$ cat config.mk
export PLATFORM = sky130hd
export DESIGN_NAME = flpr_queue
export DESIGN_NICKNAME = d
export VERILOG_FILES = /design/src/sv/flpr_pkg.sv /design/src/sv/flpr_queue.sv
export SDC_FILE = /design/constraint.sdc
export NUM_CORES = 1
export LEC_CHECK = 0
export BUFFER_PORTS_ARGS = -buffer_cell sky130_fd_sc_hd__buf_2
export CAP_MARGIN = 20
export CORE_ASPECT_RATIO = 1.2
export CORE_MARGIN = 4
export CORE_UTILIZATION = 35
export CTS_CLUSTER_SIZE = 10
export DETAILED_ROUTE_END_ITERATION = 10
export PLACE_DENSITY = 0.5
export SLEW_MARGIN = 10
export SYNTH_ARGS = -nofsm -noshare
export SYNTH_HDL_FRONTEND = slang
export SYNTH_SLANG_ARGS = --single-unit
$ cat constraint.sdc
create_clock -name clock -period 3.1 [get_ports clock]
set_input_delay 0.155 -clock clock [delete_from_list [all_inputs] [get_ports clock]]
set_output_delay 0.155 -clock clock [all_outputs]
set_load 0.03 [all_outputs]
$ cat src/sv/flpr_pkg.sv
// Shared types and constants for the fixed-length pattern rewriter.
// No dependencies; every other file but flpr_if imports this package.
package flpr_pkg;

   localparam int WIN_DEPTH = 128;   // longest pattern, window depth
   localparam int RULES     = 8;
   localparam int PTR_W     = 7;     // window / pattern offset
   localparam int RULE_W    = 3;
   localparam int FILL_W    = 8;     // holds 0..WIN_DEPTH
   localparam int CNT_W     = 4;     // rule_count register
   localparam int TBL_W     = RULE_W + PTR_W;

   typedef enum logic [1:0] {
      OP_STREAM    = 2'd0,
      OP_RULE_BYTE = 2'd1,
      OP_RULE_LEN  = 2'd2,
      OP_NONE      = 2'd3
   } op_type;

   typedef struct packed {
      op_type              op;
      logic [7:0]          data_byte;
      logic                last;
      logic [RULE_W-1:0]   rule_index;
      logic [PTR_W-1:0]    byte_position;
      logic [7:0]          search_byte;
      logic [7:0]          replace_byte;
      logic [FILL_W-1:0]   rule_length;   // already saturated
   } cmd_type;

endpackage

$ cat src/sv/flpr_queue.sv
// Four-entry command queue between front end and engine.
// Depends on flpr_pkg.
module flpr_queue import flpr_pkg::*; (
   input  logic    clock,
   input  logic    reset,
   input  cmd_type push_cmd,
   input  logic    push_valid,
   output logic    push_ready,
   output cmd_type pop_cmd,
   output logic    pop_valid,
   input  logic    pop_ready
);
   cmd_type    slot_ff [4];
   logic [1:0] wr_ff;
   logic [1:0] rd_ff;
   logic [2:0] cnt_ff;
   logic       do_push;
   logic       do_pop;

   assign push_ready = (cnt_ff != 3'd4);
   assign pop_valid  = (cnt_ff != 3'd0);
   assign pop_cmd    = slot_ff[rd_ff];
   assign do_push    = push_valid && push_ready;
   assign do_pop     = pop_valid && pop_ready;

   always_ff @(posedge clock) begin
      if (reset) begin
         wr_ff  <= '0;
         rd_ff  <= '0;
         cnt_ff <= '0;
      end else begin
         if (do_push) wr_ff <= wr_ff + 2'd1;
         if (do_pop)  rd_ff <= rd_ff + 2'd1;
         cnt_ff <= cnt_ff + 3'(do_push) - 3'(do_pop);
      end
      if (do_push) begin
         slot_ff[wr_ff] <= push_cmd;
      end
   end
endmodule

==> reports/metrics.csv <==
stage;metric;value;unit
power_and_ir_drop;Pint;4970;µW
yosys;syn_area_per_cell;24.7;µm²
critical_path;CP Class;register to register;
layout;Area Overhead vs Synth;25.4;%
grt;pin count of the biggest net entering global routing;46;
layout;non-filler cells, final;712;
timing;Worst Tran Pin Value;0.629;ns
timing;final-report hold violation count;0;
timing;post-route minimum period;2.48;ns
clocking;clock slew at reported path FFs;0.07;ns
power_and_ir_drop;Cell Pwr Density;827;nW/µm²
critical_path;Crit-path slowest cell;dfxtp_1;
power_and_ir_drop;clock share of power;26.5;%
yosys;Post-Syn Instances;284;
critical_path;CP endpoint kind;register;
critical_path;crit path cell chain;nor2_1 > a21boi_2 > inv_1 > ha_1 > inv_1 > ha_1 > inv_1 > fa_1 > xor2_1 > and2_1 > nor3_1;
clocking;CTS Buffer Depth;2;
critical_path;most numerous cell on the critical path;inv_1;
critical_path;worst reg2reg endpoint;cnt_ff[2];
placement;Port Buffers;95;
yosys;Yosys top cell by area;edfxtp_1;
route;first drt pass iteration count;4;
grt;grt ovf;0;
yosys;Netlist cell types;26;
yosys;largest family of logic cells by synthesized area;multiplexers;
grt;GRT Total Usage;12.2;%
yosys;xor-xnor portion of the synthesized cell area;0.374;%
route;antenna viol nets, final;0;
critical_path;Stages on worst setup path;11;
placement;HPWL after DPL;7450;µm
floorplanning;initial core utilization;35.8;%
yosys;share of the synthesized area in the top cell type;77.0;%
critical_path;CP Launch Point;cnt_ff[1];
yosys;synthesized area;7020;µm²
yosys;most frequent cell after synthesis;edfxtp_1;
route;detailed-route via count;3330;
clocking;H-tree levels;4;
placement;placed insts;635;
yosys;post-synthesis compound-gate area fraction;0.410;%
critical_path;family with the most delay on the worst path;adder cells;
timing;max frequency;404;MHz
timing;Max-slew headroom;58.0;%
power_and_ir_drop;Flop pwr share;45.4;%
critical_path;WP data required;3.43;ns
floorplanning;row cnt;56;
yosys;sequential area share after synthesis;79.5;%
timing;RSZ-0062 raised after global routing;no;
flow_run;maxcap violations;0;
yosys;post-synthesis adder-cell area fraction;1.35;%
timing;Final Slew Violations;0;
run_status;status;complete, no violations;
route;via density per instance;4.68;
clocking;clock sinks;189;
yosys;EDFF count, synth;180;
grt;initial antenna violation count;0;
critical_path;CP Buf/Inv Count;3;
route;DRC;0;
critical_path;Max stage delay on crit path;0.45;ns
floorplanning;Horiz. Die Dim;137;µm
yosys;commonest cells in the netlist;edfxtp_1, mux4_2, dfxtp_1, nor2_1, ha_1;
layout;Final nets;494;
timing;Fin Clk Skew;0.00414;ns
route;Initial DRC Count;188;
critical_path;Worst Path Arrival;2.81;ns
critical_path;R2R cell count;11;
clocking;worst skew pair latency;0.42;ns
yosys;Simple-Gate Fraction of Synth Area;1.35;%
layout;Final Cell Area;8810;µm²
yosys;synth warn;0;
power_and_ir_drop;Comb power frac;28.1;%
critical_path;R2R setup slack;0.62;ns
yosys;#FFs+latches synth;189;
critical_path;crit path max fanout;7;
clocking;CTS tree;built;
yosys;ys flop type;edfxtp_1;
yosys;Post-synth ARST share;0;%
clocking;CTS root buf;clkbuf_16;
critical_path;reg2reg start;cnt_ff[1];
power_and_ir_drop;NetSw;2310;µW
power_and_ir_drop;Leak Pwr;0.00299;µW
critical_path;CP Launch Type;register;
placement;Post-DP Area;7840;µm²
critical_path;CP Capture Point;cnt_ff[2];
layout;share of layout cells above drive strength 1;39.5;%
power_and_ir_drop;Final Total Pwr;7280;µW
power_and_ir_drop;sw frac;31.7;%
power_and_ir_drop;Max VDD drop;0.507;mV
clocking;Post-CTS Setup Bufs;0;
route;Detailed Route WL;13000;µm
timing;setup violators final;0;
clocking;total CTS buffers;17;
floorplanning;Die ar.;22400;µm²
timing;final worst path period share;79.9;%
timing;setup TNS;0;ns
floorplanning;Ports;96;
yosys;top post-synthesis cells by area;edfxtp_1, mux4_2, dfxtp_1, mux4_1, buf_12;
floorplanning;die height;163;µm
yosys;syn nets;340;
yosys;mux cell area share after synthesis;15.0;%
layout;Ant. Diodes;0;
grt;first-pass GRT wire length;19900;µm
grt;vias in the first global route;3659;
min_path;Hold Path Class;input port to register;
route;WL per Instance;18.3;µm
placement;RePlAce Congestion;0.751;
floorplanning;Core Region;19600;µm²
[worst min-delay path by stage]
stage               cells after the start        start  slack, ns             to
global route                            2        reset       0.02      cnt_ff[1]
CTS                                     2        reset      0.005       register
global placement                        1  push_cmd[6]       0.36  slot_ff[0][6]
detailed placement                      1  push_cmd[6]       0.37  slot_ff[2][6]
floorplan                               0  push_cmd[0]       0.25  slot_ff[0][0]
finish                                  2        reset       0.02       register
[per-layer routing]
metal / GRT usage [%] / share of wire (%) / routed length (µm)
met3: 3.79 / 4.4 / 572
met2: 21.2 / 54 / 7040
met5: 0 / 0 / 0
met1: 14.0 / 40 / 5250
met4: 4.49 / 1.3 / 174
[flip-flops by register name, summed over array words and instances, names as in the netlist, named ones only]
register,flops
rd_ff,2
slot_ff,180
wr_ff,2
cnt_ff,3
[worst register-to-register path: cells and delay by family, from the launching register on]
| kind | cells | cell delay [ns] |
|---|---|---|
| fa+ha+maj | 3 | 0.82 |
| flops | 1 | 0.45 |
| simple gates | 3 | 0.44 |
| compound gates | 1 | 0.30 |
| buf+inv | 3 | 0.19 |
| xor+xnor | 1 | 0.17 |
[cells by family after synthesis]
| group | count (synthesis) |
|---|---|
| DFF | 189 |
| muxes | 47 |
| and+or+nand+nor | 19 |
| buffers and inverters | 16 |
| adders and majority gates | 7 |
| AOI/OAI and AO/OA | 3 |
| xor gates and xnor gates | 3 |
[per-stage QoR]
stage	hold WS (ns)	worst slack (ns)	util, %
floorplan	0.254	0.815	-
global placement	0.365	0.870	39.9
detailed placement	0.370	0.674	39.9
CTS	0.00462	0.642	44.9
global route	0.0245	0.486	44.9
finish	0.0207	0.624	44.9
[what timing repair did]
action / 4_1_cts / 5_1_grt
hold endpoints to repair: 180 / 0
endpoints found under the setup margin: 0 / 0
hold buffers: 45 / 0
resized for setup: 0 / 0
[power by group through the flow]
| stage | clock network (µW) | registers (µW) | logic (µW) |
|---|---|---|---|
| final | 1930 | 3310 | 2050 |
| after global routing | 2120 | 3350 | 2190 |
| after CTS | 1990 | 3320 | 2100 |
| after detailed placement | 0 | 3380 | 2050 |
| after global placement | 0 | 3360 | 2040 |
| after floorplan | 0 | 3260 | 1610 |
[area by class of cell]
cell class / instances / area (µm²)
clock buffer: 17 / 425
clock inverter: 15 / 98.8
fill: 1730 / 10800
inverter: 5 / 18.8
multi-input combinational: 79 / 1300
sequential: 189 / 5590
tap: 261 / 327
timing repair buffer: 146 / 1050
[cell usage in the layout, fill, tap and decap left out, drive strengths merged, types with 2 or more instances in the layout]
cell,count
and2,5
buf,101
clkbuf,17
clkinv,10
clkinvlp,2
dfxtp,9
dlygate4sd3,45
edfxtp,180
ha,6
inv,8
mux4,45
nand2b,2
nor2,8
xor2,2
Power figures use the tool's default switching activity.
