File: config.mk
export PLATFORM = sky130hd
export DESIGN_NAME = flpr_front_flat
export DESIGN_NICKNAME = d
export VERILOG_FILES = /design/src/sv/flpr_pkg.sv /design/src/sv/flpr_if.sv /design/src/sv/flpr_front.sv /design/src/flat_wrapper.sv
export SDC_FILE = /design/constraint.sdc
export NUM_CORES = 1
export LEC_CHECK = 0
export ABC_AREA = 1
export BUFFER_PORTS_ARGS = -buffer_cell sky130_fd_sc_hd__buf_2
export CORE_MARGIN = 5
export CORE_UTILIZATION = 30
export DETAILED_ROUTE_END_ITERATION = 8
export HOLD_SLACK_MARGIN = 0.06
export SYNTH_ARGS = -nofsm -noshare
export SYNTH_HDL_FRONTEND = slang
export SYNTH_SLANG_ARGS = --single-unit
File: constraint.sdc
create_clock -name clock -period 6.35 [get_ports clock]
set_input_delay 0.9525 -clock clock [delete_from_list [all_inputs] [get_ports clock]]
set_output_delay 0.9525 -clock clock [all_outputs]
set_load 0.05 [all_outputs]
File: src/sv/flpr_pkg.sv
// Shared types and constants for the fixed-length pattern rewriter.
// No dependencies; every other file but flpr_if imports this package.
package flpr_pkg;

   localparam int WIN_DEPTH = 128;   // longest pattern, window depth
   localparam int RULES     = 8;
   localparam int PTR_W     = 7;     // window / pattern offset
   localparam int RULE_W    = 3;
   localparam int FILL_W    = 8;     // holds 0..WIN_DEPTH
   localparam int CNT_W     = 4;     // rule_count register
   localparam int TBL_W     = RULE_W + PTR_W;

   typedef enum logic [1:0] {
      OP_STREAM    = 2'd0,
      OP_RULE_BYTE = 2'd1,
      OP_RULE_LEN  = 2'd2,
      OP_NONE      = 2'd3
   } op_type;

   typedef struct packed {
      op_type              op;
      logic [7:0]          data_byte;
      logic                last;
      logic [RULE_W-1:0]   rule_index;
      logic [PTR_W-1:0]    byte_position;
      logic [7:0]          search_byte;
      logic [7:0]          replace_byte;
      logic [FILL_W-1:0]   rule_length;   // already saturated
   } cmd_type;

endpackage

File: src/sv/flpr_if.sv
// Request and response channel interfaces (valid/ready words).
// Standalone; field widths follow the block's word formats.
interface flpr_req_if;
   logic       valid;
   logic       ready;
   logic [1:0] operation;
   logic [7:0] data_byte;
   logic       last;
   logic [2:0] rule_index;
   logic [6:0] byte_position;
   logic [7:0] search_byte;
   logic [7:0] replace_byte;
   logic [7:0] rule_length;
   modport source(output valid, operation, data_byte, last, rule_index, byte_position,
                  search_byte, replace_byte, rule_length, input ready);
   modport sink(input valid, operation, data_byte, last, rule_index, byte_position,
                search_byte, replace_byte, rule_length, output ready);
endinterface


File: src/sv/flpr_front.sv
// Front end: accepts request words, classifies and normalizes them.
// Depends on flpr_pkg and flpr_req_if.
module flpr_front import flpr_pkg::*; (
   input  logic      clock,
   input  logic      reset,
   flpr_req_if.sink  req,
   output cmd_type   push_cmd,
   output logic      push_valid,
   input  logic      push_ready
);
   logic    valid_ff;
   cmd_type cmd_ff;
   cmd_type cmd_in;
   logic    take;

   assign req.ready  = !valid_ff || push_ready;
   assign take       = req.valid && req.ready;
   assign push_cmd   = cmd_ff;
   assign push_valid = valid_ff;

   always_comb begin
      cmd_in               = '0;
      cmd_in.op            = op_type'(req.operation);
      cmd_in.data_byte     = req.data_byte;
      cmd_in.last          = req.last;
      cmd_in.rule_index    = req.rule_index;
      cmd_in.byte_position = req.byte_position;
      cmd_in.search_byte   = req.search_byte;
      cmd_in.replace_byte  = req.replace_byte;
      // lengths past the window saturate
      cmd_in.rule_length   = (req.rule_length > FILL_W'(WIN_DEPTH)) ?
                             FILL_W'(WIN_DEPTH) : req.rule_length;
   end

   always_ff @(posedge clock) begin
      if (reset) begin
         valid_ff <= 1'b0;
      end else if (take) begin
         // unknown operation is dropped here
         valid_ff <= (cmd_in.op != OP_NONE);
      end else if (push_ready) begin
         valid_ff <= 1'b0;
      end
      if (take) begin
         cmd_ff <= cmd_in;
      end
   end
endmodule

File: src/flat_wrapper.sv
// flat-port wrapper written by rule: the top's interface ports become plain ports
module flpr_front_flat import flpr_pkg::*;
  (clock, reset, push_cmd, push_valid, push_ready, req_valid, req_operation, req_data_byte, req_last, req_rule_index, req_byte_position, req_search_byte, req_replace_byte, req_rule_length, req_ready);
  flpr_req_if req_i ();
  input  logic clock;
  input  logic reset;
  output cmd_type push_cmd;
  output logic push_valid;
  input  logic push_ready;
  input wire logic [$bits(req_i.valid)-1:0] req_valid;
  input wire logic [$bits(req_i.operation)-1:0] req_operation;
  input wire logic [$bits(req_i.data_byte)-1:0] req_data_byte;
  input wire logic [$bits(req_i.last)-1:0] req_last;
  input wire logic [$bits(req_i.rule_index)-1:0] req_rule_index;
  input wire logic [$bits(req_i.byte_position)-1:0] req_byte_position;
  input wire logic [$bits(req_i.search_byte)-1:0] req_search_byte;
  input wire logic [$bits(req_i.replace_byte)-1:0] req_replace_byte;
  input wire logic [$bits(req_i.rule_length)-1:0] req_rule_length;
  output wire logic [$bits(req_i.ready)-1:0] req_ready;
  assign req_i.valid = req_valid;
  assign req_i.operation = req_operation;
  assign req_i.data_byte = req_data_byte;
  assign req_i.last = req_last;
  assign req_i.rule_index = req_rule_index;
  assign req_i.byte_position = req_byte_position;
  assign req_i.search_byte = req_search_byte;
  assign req_i.replace_byte = req_replace_byte;
  assign req_i.rule_length = req_rule_length;
  assign req_ready = req_i.ready;
  flpr_front u_core (.clock(clock), .reset(reset), .req(req_i), .push_cmd(push_cmd), .push_valid(push_valid), .push_ready(push_ready));
endmodule
==> flow_summary_export.csv, run 1 <==
group,metric,value,unit
timing,max-slew-margin-rel,63.7,%
setup_path,reg2reg_from,"u_core.push_valid",
pwr,ir_worst_vdd,0.000152,V
setup_path,critPathRequiredTime,5.40,ns
clock_tree,clk_pin_slew,0.08,ns
timing,rsz0062_at_grt,"no",
place,gp_congestion,0.663,
global_route,grt_start_max_net_pins,46,
logic_synthesis,avgSynthCellArea,19.9,sq um
timing,fin_skew,0.00701,ns
timing,max_freq,419,MHz
logic_synthesis,yosys-top-cells-area,"edfxtp_1 91%, nor2_1 2.5%, inv_1 2.3%, dfxtp_1 1.3%, nand2_1 1.3%",
clock_tree,htree_levels,2,
final_layout,drive_gt1_share,59.6,%
floorplanning,design.die.area,6480,sq um
timing,min_period,2.39,ns
clock_tree,cts_num_sinks,46,
timing,setup_violations,0,
place,place_hpwl,2.42,mm
route,vias,972,
clock_tree,cts_setup_buffers,0,
final_layout,antenna_cells,0,
clock_tree,cts_tree,"yes",
final_layout,nFillCells,462,
setup_path,r2r_cells,2,
route,drt-initial-drc-count,46,
min_path,hold_start,"u_core.push_valid",
floorplanning,coreArea,4790,sq um
min_path,min_to,"u_core.push_valid",
timing,finalHoldViolCount,0,
logic_synthesis,yosys.area.top_type,"edfxtp_1",
timing,fin_ws,3.96,ns
setup_path,critPathMaxFanout,2,
clock_tree,clk_latency,0.29,ns
setup_path,endpoint_kind,"output pin",
setup_path,cp.arrival,1.44,ns
timing,fin_crit_sh,37.6,%
logic_synthesis,yosys_warnings,0,
floorplanning,row_count,25,
pwr,p_per_area,312,nW/um^2
setup_path,reg2reg_slack,5.00,ns
clock_tree,cts_root_buffer,"clkbuf_8",
final_layout,seq_area,1370,sq um
min_path,hold_path_depth,2,
logic_synthesis,yosysSeqAreaShare,92.0,%
clock_tree,cts_resized,0,
global_route,grt_pass1_wl,4.69,mm
place,port_buffers,95,
pwr,p_leak,0.000967,uW
global_route,grt_pass1_vias,1031,
clock_tree,hold_buffers,0,
final_layout,nNetsFinal,226,
global_route,globalRouteOverflowTotal,0,
setup_path,reg2reg_to,"u_core.push_cmd[33]",
route,routed_wl,3.12,mm
route,drcViolationCount,0,
global_route,antenna_found_initial,0,
floorplanning,chipHeight,80.5,um
logic_synthesis,yosys.area.top_type_share,90.7,%
floorplanning,die_w,80.5,um
final_layout,fin_area,2170,sq um
run_status,outcome,"finished, final reports clean",
global_route,grt_usage,10.2,%
final_layout,multi_input_area,92.6,sq um
logic_synthesis,yosysUniqueCellTypes,9,
logic_synthesis,synth_area,1490,sq um
place,post-place-ws,3.96,ns
logic_synthesis,ys_ff_latch,46,
place,placed_cell_area,2060,sq um
timing,maxSlewViolCount,0,
route,wl_per_cell,12.7,um
timing,max_slew.worst_pin.slew,0.545,ns
setup_path,cp-start-kind,"input pin",
route,post_drt_via_cell_ratio,3.97,
final_layout,syn_to_final_growth,45.9,%
clock_tree,cts_made_buffers,5,
floorplanning,initial_core_util,31.1,%
timing,setup_tns,0,ns
final_layout,final_cell_mix,"95 x buf_2, 45 x edfxtp_1, 10 x nor2_1",
route,drt.antenna.violating_nets,0,
clock_tree,clk_path_buf_depth,2,
floorplanning,io_pins,96,
logic_synthesis,syn_nets,124,
setup_path,critPathKind,"in -> out",
min_path,min_path_type,"reg -> reg",
final_layout,final_common_cell,"buf_2",
route,dr.pass1.iters,4,
flow_run,max_cap_viol_count,0,
logic_synthesis,syn_inst,75,
[where the power goes]
part           switching [uW]  internal [uW]  leakage, uW
registers                4.16            355     0.000447
clock network            92.8            117    0.0000514
logic                    83.9           24.7     0.000469
[layer usage]
metal	global-route usage [%]	vias to the layer above	wire length [um]
met3	7.17	4	520
li1	-	468	-
met2	15.7	60	1500
met4	4.56	0	40
met5	0	-	0
met1	10.4	440	1060
[cells in the mapped netlist (all sizes together)]
| cell type | number |
|---|---|
| edfxtp | 45 |
| dfxtp | 1 |
| a21boi | 1 |
| clkbuf | 1 |
| nor2 | 12 |
| a21oi | 1 |
| nand2 | 5 |
| inv | 9 |
[through the flow]
step                total power (uW)  hold WS, ns  utilization, %  std cells
floorplan                        442         1.02               -         75
detailed placement               476        0.527            43.1        237
finish                           678        0.534            45.4        245
global placement                 475        0.522            43.1        237
CTS                              689        0.539            45.4        245
global route                     710        0.570            45.4        245
[state kept, by name, summed over array words and instances, names as in the netlist]
register           cells
u_core.push_cmd       45
u_core.push_valid      1
[worst max-delay path, stage by stage]
cell and delay [ns]:
buf_2 0.10, inv_1 0.10, nand2_1 0.07, buf_2 0.21
[worst max path at each step]
stage	to	cells past startpoint	start	slack (ns)
after global placement	req_ready	4	push_ready	3.98
after floorplan	u_core.push_cmd[0]	2	push_ready	1.56
after CTS	req_ready	4	push_ready	3.96
final	req_ready	4	push_ready	3.96
after detailed placement	req_ready	4	push_ready	3.96
after global routing	req_ready	4	push_ready	3.93
[kinds of logic after synthesis]
family                 count (synthesis)  share of synthesized area [%]
AO/OA/AOI/OAI                          2                          0.839
buffers and inverters                 10                           2.52
flip-flops                            46                           92.0
AND/OR/NAND/NOR                       17                           4.62
[cell type report]
class,instances,share of cell area (%)
Tap cell,67,3.85
Inverter,9,1.55
Timing Repair Buffer,96,22.2
Sequential cell,46,63.1
Multi-Input combinational cell,19,4.26
Clock inverter,2,1.73
Clock buffer,6,3.34
(Power assumes the default switching activity.)
==> run 2: changes to the inputs <==
ABC_AREA = 0   (was 1)
clock period = 2 ns   (was 6.35 ns; I/O delays follow)
==> flow_summary_export.csv, run 2 <==
group,metric,value,unit
final_layout,final_cell_mix,"95 x buf_2, 45 x edfxtp_1, 5 x clkbuf_8",
logic_synthesis,yosys_warnings,0,
timing,maxSlewViolCount,0,
global_route,globalRouteOverflowTotal,0,
floorplanning,design.die.area,6370,sq um
logic_synthesis,yosysSeqAreaShare,93.8,%
logic_synthesis,yosysMostFrequentCell,"edfxtp_1",
pwr,power.share.clock,26.8,%
clock_tree,cts_root_buffer,"clkbuf_8",
final_layout,drive_gt1_share,66.5,%
pwr,p_switching,574,uW
global_route,grt_pass1_vias,961,
global_route,antenna_found_initial,0,
route,wl_per_cell,14.6,um
timing,fin_skew,0.00456,ns
logic_synthesis,synth_edf_count,45,
logic_synthesis,synth_common_cells,"45 x edfxtp_1, 4 x nor2b_1, 3 x and2b_1",
global_route,grt_start_max_net_pins,46,
setup_path,endpoint_kind,"output pin",
pwr,p_int,1450,uW
logic_synthesis,synth_flop_cell,"edfxtp_1",
global_route,grt_usage,10.4,%
final_layout,final_util,45.1,%
logic_synthesis,synth_area,1460,sq um
final_layout,antenna_cells,0,
logic_synthesis,syn_nets,107,
logic_synthesis,yosys.area.top_type,"edfxtp_1",
final_layout,largest_reg_flops,45,
clock_tree,cts_num_sinks,46,
setup_path,cp-start-kind,"flop",
pwr,p_per_area,953,nW/um^2
final_layout,syn_to_final_growth,45.5,%
global_route,grt_pass1_wl,4.69,mm
clock_tree,cts_made_buffers,5,
floorplanning,chipHeight,79.8,um
final_layout,final_common_cell,"buf_2",
timing,setup_violations,0,
final_layout,nNetsFinal,209,
clock_tree,hold_buffers,0,
timing,max_freq,788,MHz
floorplanning,die_w,79.8,um
setup_path,critPathRequiredTime,1.70,ns
floorplanning,io_pins,96,
clock_tree,clk_pin_slew,0.08,ns
clock_tree,cts_setup_buffers,0,
logic_synthesis,async_flop_share,0,%
clock_tree,cts_tree,"yes",
setup_path,critPathKind,"reg -> out",
timing,rsz0062_at_grt,"no",
place,port_buffers,95,
timing,min_period,1.27,ns
pwr,comb_power_share,17.0,%
logic_synthesis,yosys-top-cells-area,"edfxtp_1 92%, nor2b_1 1.7%, and2b_1 1.5%, dfxtp_1 1.4%, nand2b_4 0.94%",
timing,fin_crit_sh,63.5,%
floorplanning,initial_core_util,31.0,%
setup_path,critPathMaxFanout,3,
floorplanning,row_count,25,
run_status,outcome,"finished, final reports clean",
setup_path,cp.arrival,0.97,ns
logic_synthesis,syn_inst,58,
timing,setup_tns,0,ns
flow_run,max_cap_viol_count,0,
clock_tree,cts_resized,0,
logic_synthesis,ys_ff_latch,46,
pwr,p_leak,0.000919,uW
route,drt-initial-drc-count,41,
timing,max-slew-margin-rel,82.4,%
floorplanning,coreArea,4720,sq um
route,dr.pass1.iters,4,
place,gp_congestion,0.709,
timing,max_slew.worst_pin.slew,0.266,ns
route,post_drt_via_cell_ratio,4.07,
route,vias,927,
logic_synthesis,avgSynthCellArea,25.2,sq um
pwr,power_switching_share,28.3,%
route,drcViolationCount,0,
logic_synthesis,yosysUniqueCellTypes,9,
route,routed_wl,3.33,mm
clock_tree,clk_path_buf_depth,2,
pwr,ir_worst_vdd,0.000269,V
logic_synthesis,yosys.area.top_type_share,92.4,%
clock_tree,htree_levels,2,
pwr,seqPwrFrac,56.2,%
route,drt.antenna.violating_nets,0,
timing,finalHoldViolCount,0,
clock_tree,clk_latency,0.29,ns
min_path,min_path_type,"in -> reg",
==> run 2: cell types whose count changed after synthesis <==
cell and change:
nand2b_4 +1, a21bo_1 +1, and2b_1 +3, a21oi_2 +1
inv_1 -9, a21oi_1 -1, and2_2 +1, nor2_2 -2
nor2_1 -10, nand2_1 -5, a21boi_0 -1, nor2b_1 +4
==> run 2: power groups by stage <==
| stage | registers [uW] | clock network, uW | logic (uW) |
|---|---|---|---|
| 2_1_floorplan | 1370 | 0 | 31.2 |
| 3_3_place_gp | 1160 | 0 | 346 |
| 3_5_place_dp | 1160 | 0 | 351 |
| 4_1_cts | 1140 | 573 | 351 |
| 5_1_grt | 1150 | 614 | 361 |
| 6_report | 1140 | 543 | 346 |
==> run 2: critical path, stage by stage (launching register included) <==
cell and delay [ns]:
dfxtp_1 0.34, nand2b_4 0.08, buf_2 0.26
==> run 2: through the flow <==
stage,power [uW],instances,cell area [sq um],setup slack [ns],hold WS (ns)
after floorplan,1400,58,1460,0.190,0.362
after global placement,1510,220,2040,0.790,0.461
after detailed placement,1510,220,2040,0.756,0.468
after CTS,2060,228,2130,0.704,0.141
after global routing,2120,228,2130,0.676,0.139
final,2030,228,2130,0.731,0.159
==> run 2: cells by family (layout without fill, tap and decap cells) <==
logic type,count (synthesis),after routing,share of synthesized area [%]
compound gates,2,2,1.28
simple gates,9,9,4.70
flops,46,46,93.8
buf+inv,1,104,0.256
==> run 2: metal layers <==
layer	routed length, um	GRT usage, %	vias up
li1	-	-	424
met2	1620	17.5	68
met3	407	4.63	6
met1	1250	10.6	429
met5	0	0	-
met4	53	6.25	0
==> run 2: layout make-up <==
type	count	area [sq um]
Fill cell	434	2590
Sequential cell	46	1370
Timing Repair Buffer	96	495
Multi-Input combinational cell	11	87.6
Tap cell	67	83.8
Clock buffer	5	68.8
Clock inverter	3	21.3
==> run 2: final timing paths <==
check / end / slack [ns] / depth (start not counted) / start
max: req_ready / 0.73 / 2 / u_core.push_valid
min: u_core.push_valid / 0.16 / 2 / reset
max reg2reg: u_core.push_cmd[37] / 0.83 / 3 / u_core.push_valid
min reg2reg: u_core.push_valid / 0.50 / 2 / u_core.push_valid
==> run 3: changes to the inputs <==
clock period = 1.1 ns   (was 2 ns; I/O delays follow)
==> flow_summary_export.csv, run 3 (same netlist as run 2, synthesis figures left out) <==
group,metric,value,unit
run_status,outcome,"finished, final reports clean",
place,port_buffers,95,
global_route,globalRouteOverflowTotal,0,
floorplanning,design.die.area,6370,sq um
timing,fin_skew,0.00120,ns
setup_path,cp.arrival,0.91,ns
route,wl_per_cell,15.7,um
final_layout,nNetsFinal,249,
timing,maxSlewViolCount,0,
final_layout,syn_to_final_growth,76.6,%
place,dp.cells,221,
route,drt-initial-drc-count,32,
flow_run,max_cap_viol_count,0,
route,vias,1089,
setup_path,cp-start-kind,"flop",
final_layout,final_common_cell,"buf_2",
route,drt.antenna.violating_nets,0,
route,routed_wl,4.22,mm
clock_tree,cts_made_buffers,5,
setup_path,cpMaxStageDelayCell,"dfxtp_4",
timing,finalHoldViolCount,0,
floorplanning,die_w,79.8,um
setup_path,critPathRequiredTime,0.94,ns
timing,max_slew.worst_pin.slew,0.271,ns
setup_path,endpoint_kind,"output pin",
clock_tree,clk_path_buf_depth,2,
timing,setup_violations,0,
setup_path,critical_path.top_delay_family,"flip-flops",
clock_tree,clk_latency,0.28,ns
clock_tree,clk_pin_slew,0.07,ns
min_path,min_path_type,"in -> reg",
setup_path,critPathMaxFanout,3,
timing,max_freq,934,MHz
route,post_drt_via_cell_ratio,4.06,
final_layout,antenna_cells,0,
setup_path,path_buf_inv,1,
final_layout,layoutNonFillerInstCount,268,
timing,fin_crit_sh,97.3,%
floorplanning,row_count,25,
global_route,antenna_found_initial,0,
timing,max-slew-margin-rel,82.0,%
timing,setup_tns,0,ns
setup_path,cpPeakStageDelay,0.36,ns
place,gp_congestion,0.747,
floorplanning,chipHeight,79.8,um
clock_tree,cts_tree,"yes",
route,dr.pass1.iters,4,
timing,fin_ws,0.0298,ns
timing,min_period,1.07,ns
final_layout,final_cell_mix,"85 x buf_2, 45 x edfxtp_1, 38 x dlygate4sd3_1",
place,post-place-ws,0.0281,ns
global_route,grt_pass1_wl,6.11,mm
place,placed_cell_area,2060,sq um
global_route,grt_usage,13.1,%
clock_tree,htree_levels,2,
timing,rsz0062_at_grt,"yes",
pwr,ir_worst_vdd,0.000512,V
floorplanning,io_pins,96,
pwr,p_per_area,1470,nW/um^2
final_layout,largest_reg_flops,45,
route,drcViolationCount,0,
global_route,grt_start_max_net_pins,28,
setup_path,critPathKind,"reg -> out",
pwr,p_leak,0.00111,uW
floorplanning,coreArea,4720,sq um
global_route,grt_pass1_vias,1156,
timing,fin_hold_ws,0.147,ns
final_layout,fin_area,2580,sq um
floorplanning,initial_core_util,31.0,%
clock_tree,cts_num_sinks,46,
final_layout,drive_gt1_share,53.7,%
clock_tree,cts_root_buffer,"clkbuf_8",
setup_path,path_cells,"nand2b_4, buf_4",
run 3: area by class of cell:
class | count | area, sq um
Clock buffer | 6 | 72.6
Clock inverter | 2 | 8.76
Timing Repair Buffer | 136 | 953
Multi-Input combinational cell | 11 | 88.8
Tap cell | 67 | 83.8
Fill cell | 383 | 2140
Sequential cell | 46 | 1380
run 3: final timing paths:
path                            from                  end  slack (ns)  cells after the start
hold reg to reg    u_core.push_valid    u_core.push_valid        0.50                      2
setup / recovery   u_core.push_valid            req_ready        0.03                      2
hold / removal    req_rule_length[7]   u_core.push_cmd[7]        0.15                      1
setup reg to reg   u_core.push_valid  u_core.push_cmd[37]        0.03                      3
run 3: through the flow:
step	util [%]	total power [uW]
after floorplan	-	2540
after global placement	43.7	2760
after detailed placement	43.7	2770
final	54.7	3800
after global routing	54.7	3980
after CTS	52.7	3810
run 3: routing by layer:
metal	up-vias	global-route usage, %	wire length, um
li1	504	-	-
met1	511	13.4	1610
met2	72	23.5	2120
met3	2	5.87	459
met4	0	5.07	30
met5	-	0	0
run 3: power by group:
group	switching, uW	total, uW	leakage (uW)	internal, uW
Combinational	510	785	0.000622	275
Sequential	31.9	2080	0.000448	2050
Clock	495	931	0.0000426	437
run 3: what timing repair did:
| item | in CTS | in global routing |
|---|---|---|
| resized for setup | 1 | 20 |
| buffers inserted | 0 | 0 |
| gates cloned | 0 | 1 |
| endpoints found under the setup margin | 1 | 38 |
| hold buffers | 34 | 4 |
| endpoints found under the hold margin | 34 | 4 |
